--- config.mk ---
export PLATFORM = sky130hd
export DESIGN_NAME = ring_queue_with_reverse_and_interleave
export DESIGN_NICKNAME = d
export VERILOG_FILES = /design/src/sv/rqri_pkg.sv /design/src/sv/rqri_ram.sv /design/src/sv/ring_queue_with_reverse_and_interleave.sv
export SDC_FILE = /design/constraint.sdc
export NUM_CORES = 1
export LEC_CHECK = 0
export ABC_AREA = 0
export BUFFER_PORTS_ARGS = -buffer_cell sky130_fd_sc_hd__buf_2
export CAP_MARGIN = 5
export CORE_AREA = 2 2 396 241
export CTS_CLUSTER_DIAMETER = 60
export CTS_CLUSTER_SIZE = 10
export DETAILED_ROUTE_END_ITERATION = 16
export DIE_AREA = 0 0 398 243
export PLACE_DENSITY = 0.65
export SETUP_SLACK_MARGIN = 0.02
export SLEW_MARGIN = 0
export SYNTH_ARGS = -nofsm -noshare
export SYNTH_HDL_FRONTEND = slang
export SYNTH_SLANG_ARGS = --single-unit
--- constraint.sdc ---
create_clock -name i_clk -period 6.2 [get_ports i_clk]
set_input_delay 0.31 -clock i_clk [delete_from_list [all_inputs] [get_ports i_clk]]
set_output_delay 0.31 -clock i_clk [all_outputs]
set_load 0.1 [all_outputs]
--- src/sv/rqri_pkg.sv ---
// rqri_pkg: shared types, sizes and codes for the ring queue block
// no dependencies; imported by the top level
`timescale 1ns / 1ps
`default_nettype none

package rqri_pkg;

    // queue depth, a power of two so that slot arithmetic wraps in the index width
    localparam int DEPTH  = 16;
    localparam int IDX_W  = $clog2(DEPTH);
    localparam int CNT_W  = IDX_W + 1;
    localparam int WORD_W = 32;

    localparam logic [1:0] OP_ENQ = 2'd0;
    localparam logic [1:0] OP_DEQ = 2'd1;
    localparam logic [1:0] OP_REV = 2'd2;
    localparam logic [1:0] OP_ILV = 2'd3;

    localparam logic [2:0] ST_OK        = 3'd0;
    localparam logic [2:0] ST_OVERFLOW  = 3'd1;
    localparam logic [2:0] ST_UNDERFLOW = 3'd2;
    localparam logic [2:0] ST_BAD_K     = 3'd3;
    localparam logic [2:0] ST_ODD       = 3'd4;

    localparam logic signed [WORD_W-1:0] DATA_EMPTY = -32'sd1;
    localparam logic signed [WORD_W-1:0] DATA_NONE  = 32'sd0;

    typedef struct packed {
        logic [1:0]               operation;
        logic signed [WORD_W-1:0] value;
        logic [4:0]               k;
    } t_in_item;

    typedef struct packed {
        logic [2:0]               status;
        logic signed [WORD_W-1:0] data;
        logic [4:0]               count;
    } t_out_item;

endpackage

`default_nettype wire

--- src/sv/rqri_ram.sv ---
// rqri_ram: simple dual-port ram, one write and one registered read per cycle
// no dependencies; used for the entry store and the scratch store
`timescale 1ns / 1ps
`default_nettype none

module rqri_ram #(
    parameter int DEPTH = 16,
    parameter int WIDTH = 32,
    parameter int AW    = $clog2(DEPTH)
) (
    input  wire logic             i_clk,
    input  wire logic             i_wr_en,
    input  wire logic [AW-1:0]    i_wr_addr,
    input  wire logic [WIDTH-1:0] i_wr_data,
    input  wire logic             i_rd_en,
    input  wire logic [AW-1:0]    i_rd_addr,
    output logic      [WIDTH-1:0] o_rd_data
);

    logic [WIDTH-1:0] mem [DEPTH];

    always_ff @(posedge i_clk) begin
        if (i_wr_en) begin
            mem[i_wr_addr] <= i_wr_data;
        end
    end

    always_ff @(posedge i_clk) begin
        if (i_rd_en) begin
            o_rd_data <= mem[i_rd_addr];
        end
    end

endmodule

`default_nettype wire

--- src/sv/ring_queue_with_reverse_and_interleave.sv ---
// ring_queue_with_reverse_and_interleave: circular fifo with reverse and interleave
// depends on rqri_pkg and rqri_ram (entry store and scratch store)
//
//  channel | direction | handshake                  | payload
//  input   | in        | i_in_valid / o_in_stall    | i_in_item  (t_in_item)
//  output  | out       | o_out_valid / i_out_stall  | o_out_item (t_out_item)
//
// one item at a time: enqueue, dequeue (registered store read), reverse of k entries
// and interleave of n entries each run to the end before the next input is taken;
// the permutes copy through the scratch store one entry a cycle each way.
// synchronous active-low reset empties the queue; the store itself is not cleared.
// a finished result waits in the output register while the next input is taken.
`timescale 1ns / 1ps
`default_nettype none

module ring_queue_with_reverse_and_interleave
    import rqri_pkg::*;
(
    input  wire logic      i_clk,
    input  wire logic      i_rst_n,
    input  wire logic      i_in_valid,
    output logic           o_in_stall,
    input  wire t_in_item  i_in_item,
    output logic           o_out_valid,
    input  wire logic      i_out_stall,
    output t_out_item      o_out_item
);

    localparam logic [2:0] S_IDLE  = 3'd0;
    localparam logic [2:0] S_DEQ   = 3'd1;
    localparam logic [2:0] S_PASS1 = 3'd2;
    localparam logic [2:0] S_PASS2 = 3'd3;
    localparam logic [2:0] S_DONE  = 3'd4;

    localparam logic [CNT_W-1:0] FULL = CNT_W'(DEPTH);

    logic [2:0]        r_state;
    logic [IDX_W-1:0]  r_head;
    logic [CNT_W-1:0]  r_count;
    logic [CNT_W-1:0]  r_len;
    logic [CNT_W-1:0]  r_j;
    logic [IDX_W-1:0]  r_wr_j;
    logic              r_rd_vld;
    logic              r_rev;
    logic [2:0]        r_res_status;
    logic signed [WORD_W-1:0] r_res_data;
    logic              r_out_valid;
    t_out_item         r_out;

    logic              accept;
    logic              issue;
    logic [CNT_W-1:0]  src_off;

    logic              main_wr_en;
    logic [IDX_W-1:0]  main_wr_addr;
    logic [WORD_W-1:0] main_wr_data;
    logic              main_rd_en;
    logic [IDX_W-1:0]  main_rd_addr;
    logic [WORD_W-1:0] main_rd_data;

    logic              scr_wr_en;
    logic              scr_rd_en;
    logic [WORD_W-1:0] scr_rd_data;

    assign o_in_stall  = (r_state != S_IDLE);
    assign accept      = i_in_valid && !o_in_stall;
    assign o_out_valid = r_out_valid;
    assign o_out_item  = r_out;

    // one read issued per cycle until the permute length is reached
    assign issue = ((r_state == S_PASS1) || (r_state == S_PASS2)) && (r_j != r_len);

    // source offset of destination position j
    always_comb begin
        if (r_rev) begin
            src_off = r_len - CNT_W'(1) - r_j;
        end else if (r_j[0]) begin
            src_off = (r_len >> 1) + (r_j >> 1);
        end else begin
            src_off = r_j >> 1;
        end
    end

    always_comb begin
        main_rd_en = (accept && (i_in_item.operation == OP_DEQ) && (r_count != '0))
                     || ((r_state == S_PASS1) && issue);
        main_rd_addr = (r_state == S_IDLE) ? r_head : r_head + src_off[IDX_W-1:0];

        main_wr_en = (accept && (i_in_item.operation == OP_ENQ) && (r_count != FULL))
                     || ((r_state == S_PASS2) && r_rd_vld);
        if (r_state == S_IDLE) begin
            main_wr_addr = r_head + r_count[IDX_W-1:0];
            main_wr_data = i_in_item.value;
        end else begin
            main_wr_addr = r_head + r_wr_j;
            main_wr_data = scr_rd_data;
        end

        scr_wr_en = (r_state == S_PASS1) && r_rd_vld;
        scr_rd_en = (r_state == S_PASS2) && issue;
    end

    rqri_ram #(.DEPTH(DEPTH), .WIDTH(WORD_W)) u_main (
        .i_clk     (i_clk),
        .i_wr_en   (main_wr_en),
        .i_wr_addr (main_wr_addr),
        .i_wr_data (main_wr_data),
        .i_rd_en   (main_rd_en),
        .i_rd_addr (main_rd_addr),
        .o_rd_data (main_rd_data)
    );

    rqri_ram #(.DEPTH(DEPTH), .WIDTH(WORD_W)) u_scratch (
        .i_clk     (i_clk),
        .i_wr_en   (scr_wr_en),
        .i_wr_addr (r_wr_j),
        .i_wr_data (main_rd_data),
        .i_rd_en   (scr_rd_en),
        .i_rd_addr (r_j[IDX_W-1:0]),
        .o_rd_data (scr_rd_data)
    );

    always_ff @(posedge i_clk) begin
        if (!i_rst_n) begin
            r_state     <= S_IDLE;
            r_head      <= '0;
            r_count     <= '0;
            r_rd_vld    <= 1'b0;
            r_out_valid <= 1'b0;
        end else begin
            r_rd_vld <= issue;
            r_wr_j   <= r_j[IDX_W-1:0];
            // in S_DONE the output register is handled below
            if (r_out_valid && !i_out_stall && (r_state != S_DONE)) begin
                r_out_valid <= 1'b0;
            end
            case (r_state)
                S_IDLE: begin
                    if (accept) begin
                        r_res_status <= ST_OK;
                        r_res_data   <= DATA_NONE;
                        r_rev        <= (i_in_item.operation == OP_REV);
                        r_j          <= '0;
                        r_state      <= S_DONE;
                        case (i_in_item.operation)
                            OP_ENQ: begin
                                if (r_count == FULL) begin
                                    r_res_status <= ST_OVERFLOW;
                                end else begin
                                    r_count <= r_count + CNT_W'(1);
                                end
                            end
                            OP_DEQ: begin
                                if (r_count == '0) begin
                                    r_res_status <= ST_UNDERFLOW;
                                    r_res_data   <= DATA_EMPTY;
                                end else begin
                                    r_state <= S_DEQ;
                                end
                            end
                            OP_REV: begin
                                if ((i_in_item.k == '0) || (i_in_item.k > r_count)) begin
                                    r_res_status <= ST_BAD_K;
                                end else begin
                                    r_len   <= i_in_item.k;
                                    r_state <= S_PASS1;
                                end
                            end
                            default: begin
                                if (r_count[0]) begin
                                    r_res_status <= ST_ODD;
                                end else if (r_count != '0) begin
                                    r_len   <= r_count;
                                    r_state <= S_PASS1;
                                end
                            end
                        endcase
                    end
                end
                S_DEQ: begin
                    r_res_data <= main_rd_data;
                    r_head     <= r_head + IDX_W'(1);
                    r_count    <= r_count - CNT_W'(1);
                    r_state    <= S_DONE;
                end
                S_PASS1: begin
                    // last scratch write lands this cycle
                    if (issue) begin
                        r_j <= r_j + CNT_W'(1);
                    end else begin
                        r_j     <= '0;
                        r_state <= S_PASS2;
                    end
                end
                S_PASS2: begin
                    if (issue) begin
                        r_j <= r_j + CNT_W'(1);
                    end else begin
                        r_state <= S_DONE;
                    end
                end
                S_DONE: begin
                    if (!r_out_valid || !i_out_stall) begin
                        r_out_valid  <= 1'b1;
                        r_out.status <= r_res_status;
                        r_out.data   <= r_res_data;
                        r_out.count  <= r_count;
                        r_state      <= S_IDLE;
                    end
                end
                default: begin
                    r_state <= S_IDLE;
                end
            endcase
        end
    end

    a_count_bound: assert property (@(posedge i_clk) disable iff (!i_rst_n)
        r_count <= FULL)
        else $error("entry count above depth");

    a_permute_keeps_count: assert property (@(posedge i_clk) disable iff (!i_rst_n)
        (r_state == S_PASS1 || r_state == S_PASS2) |=> $stable(r_count) && $stable(r_head))
        else $error("count or head moved during permute");

    a_result_held: assert property (@(posedge i_clk) disable iff (!i_rst_n)
        (r_state == S_DONE && r_out_valid && i_out_stall) |=> (r_state == S_DONE))
        else $error("result dropped while output stalled");

    a_underflow_data: assert property (@(posedge i_clk) disable iff (!i_rst_n)
        (o_out_valid && o_out_item.status == ST_UNDERFLOW) |-> (o_out_item.data == DATA_EMPTY))
        else $error("underflow transfer without all-ones data");

endmodule

`default_nettype wire
==> results.cfg <==
[status]
status = completed

[clock_network]
htree_levels = 4
cts-buffers-inserted = 137
post_cts_resized = 0
cts_sinks = 1192
clk_pin_slew_ps = 60
clockBufferDepth = 3
cts-root-buf = clkbuf_16
clkLatencyLatePin_ps = 750
cts_tree = built

[synthesis]
synth_edf_count = 1178
async_reset_ff_share_pct = 0
synth_nets = 2157
post_synth_num_cell_types = 61
ys_seq_area_share_pct = 77.2
netlist_area_sq_um = 46200
syn_area_per_cell_sq_um = 22.1
synth_warnings = 0
ys_ff_latch = 1192
synth_ff_type = edfxtp_1
postSynthCellCount = 2087

[timing]
fin_tns_setup_ps = 0
hold_violations = 0
fin_crit_sh_pct = 69.9
final_max_slew_viol_count = 0
tightest_slew_ps = 1320
holdWs_ps = 156
final.setup_skew_ps = 31.4
fmax_ghz = 0.231
max_slew_margin_pct = 11.9
setup_violations = 0
min_period_ps = 4340
rsz0062_at_grt = false

[setup_path]
crit_required_ps = 6600
start_kind = flip-flop
crit_type = flip-flop to flip-flop
crit_path_max_incr_delay_ps = 860
crit_chain = nor3_4 -> inv_2 -> o21ai_0 -> ha_1 -> a21o_1 -> a21oi_1 -> xnor2_1 -> xor2_1 -> nand2_1 -> nor2_4 -> buf_4
crit_slowest_cell = nor2_4
end_kind = flip-flop
crit_path_max_fanout = 19
cp_data_arrival_time_ps = 4740

[placement]
io_buffers = 84
place_inst = 3385
place.gp.congestion = 0.797
place_hpwl_microns = 60100

[global_routing]
grtUsageTotal_pct = 22.7
grt_pass1_vias = 22100
antenna_found_initial = 2
grt_pass1_wl_microns = 155000
overflow = 0
grt_max_degree = 58

[floorplanning]
row_count = 87
dieArea_sq_um = 96700
die_height_microns = 243
die_w_microns = 398
start_util_pct = 49.6
core_sq_um = 93100
ios = 85

[min_path]
min_path_type = input port to flip-flop

[cells_and_area]
instances_no_fill = 3563
final-seq-area_sq_um = 35700
fill_cells = 6846
areaGrowthSynthToFinish_pct = 13.3
fin_nets = 2358
multi_input_area_sq_um = 10200
drive_above_1_share_pct = 26.7

[drt]
totalWireLength_microns = 108000
remaining_drc_errors = 0
first_pass_iters = 5
avgRoutedWirePerCell_microns = 30.3
drt.antenna.violating_nets = 0
vias_per_cell = 6.15
num_vias = 21900
first_iter_violations = 2523

[pwr]
p_int_mw = 13.9
seq_power_share_pct = 52.0
switching_power_mw = 4.01
combPwrFrac_pct = 8.7
ir_drop_mv = 0.231
pwr-share-clk_pct = 39.3
total_leakage_power_nw = 17.0
cellPowerDensity_nw_per_um2 = 342
swShare_pct = 22.4

[flow_run]
max_cap_violations = 0
layout make-up:
| type | count | share of cell area (%) |
|---|---|---|
| diodes | 2 | 0.00957 |
| clock buffers | 158 | 6.95 |
| clock inverters | 8 | 0.184 |
| inverters | 25 | 0.179 |
| multi-input cells | 769 | 19.4 |
| flip-flops and latches | 1192 | 68.2 |
| well taps | 1246 | 2.98 |
| repair buffers | 163 | 2.08 |
timing repair:
| item | 4_1_cts | 5_1_grt |
|---|---|---|
| hold endpoints to repair | 11 | 0 |
| hold buffers | 10 | 0 |
| buffers inserted | 0 | 0 |
path summary, 6_finish.rpt:
check                                 to  cells past startpoint  slack [ps]               startpoint
max reg2reg  u_main.mem[3][29]$_DFFE_PP_                     11        1860  r_state[0]$_SDFFE_PN0P_
max          u_main.mem[3][29]$_DFFE_PP_                     11        1860  r_state[0]$_SDFFE_PN0P_
min reg2reg      o_out_item[8]$_DFFE_PP_                      0         420  r_res_data[3]$_DFFE_PP_
min              r_state[2]$_SDFFE_PN0P_                      4         160               i_in_valid
logic make-up (layout without fill, tap and decap cells):
kind of cell	count (synthesis)	in the layout	share of synthesized area [%]
compound gates	91	91	1.34
xor+xnor	23	23	0.436
fa+ha+maj	27	27	0.813
buf+inv	126	354	1.45
flops	1192	1192	77.2
mux	389	389	16.5
other cells	0	2	0
simple gates	239	239	2.27
cells in the mapped netlist, drive strengths merged (2+ instances only):
master / number / area (sq um)
a21oi: 18 / 97.6
mux2i: 100 / 1000
a31oi: 2 / 12.5
xor2: 10 / 87.6
nor3: 10 / 55.1
o21ai: 15 / 75.1
a21o: 37 / 278
edfxtp: 1178 / 35400
ha: 22 / 275
nor2b: 6 / 37.5
dfxtp: 14 / 280
fa: 5 / 100
and3: 2 / 12.5
nand2b: 4 / 25.0
nand2: 127 / 477
nor2: 56 / 210
or3b: 2 / 17.5
mux4: 288 / 6590
buf: 57 / 367
and4: 2 / 17.5
a21boi: 2 / 15.0
xnor2: 13 / 114
nand3b: 4 / 33.8
nand3: 7 / 35.0
or3: 5 / 31.3
o32ai: 2 / 17.5
clkbuf: 44 / 209
or4: 2 / 15.0
inv: 25 / 93.8
a211oi: 3 / 22.5
and2: 7 / 43.8
registers in the layout, summed over array words and instances (netlist names):
signal	count
u_main.mem	512
u_scratch.mem	512
o_out_item	40
r_res_data	32
u_main.o_rd_data	32
u_scratch.o_rd_data	32
r_count	5
r_j	5
r_len	5
r_head	4
r_wr_j	4
r_res_status	3
r_state	3
o_out_valid	1
r_rd_vld	1
r_rev	1
power by group through the flow:
stage                     Clock, mW  Combinational (mW)  Sequential [mW]
after global placement            0                1.52             9.46
after floorplan                   0                1.08             9.47
after detailed placement          0                1.56             9.47
after global routing           7.49                1.68             9.32
after CTS                      7.15                1.57             9.31
final                          7.02                1.56             9.31
metal layers:
metal,up-vias,track usage [%],routed length (microns)
met1,11600,34.4,46600
met3,153,5.26,9790
met2,1129,33.0,49100
met4,2,7.16,2330
li1,9014,-,-
met5,-,0,11
through the flow:
stage	power, mW	area, sq um	util (%)	setup WS (ps)
after floorplan	10.6	46200	-	1370
final	17.9	52300	56.2	1860
after global routing	18.5	52300	56.2	1600
after detailed placement	11.0	48500	52.1	1890
after CTS	18.0	52300	56.2	1860
after global placement	11.0	48500	52.1	1930
critical path: cells and delay by family (launching register included):
| family | cells | cell delay [ps] |
|---|---|---|
| AOI/OAI and AO/OA | 3 | 740 |
| and+or+nand+nor | 3 | 1430 |
| adders and majority gates | 1 | 310 |
| xor gates and xnor gates | 2 | 450 |
| DFF | 1 | 490 |
| buffers and inverters | 2 | 550 |
placed cells by master (no fill, tap or decap), drive strengths merged, types with 13 or more instances in the layout:
cell type  instances
dfxtp             14
ha                22
a21o              37
o21ai             15
edfxtp          1178
buf              153
nand2            127
mux2i            100
xnor2             13
clkbuf           158
mux4             288
inv               31
nor2              56
a21oi             18
Power figures use the tool's default switching activity.
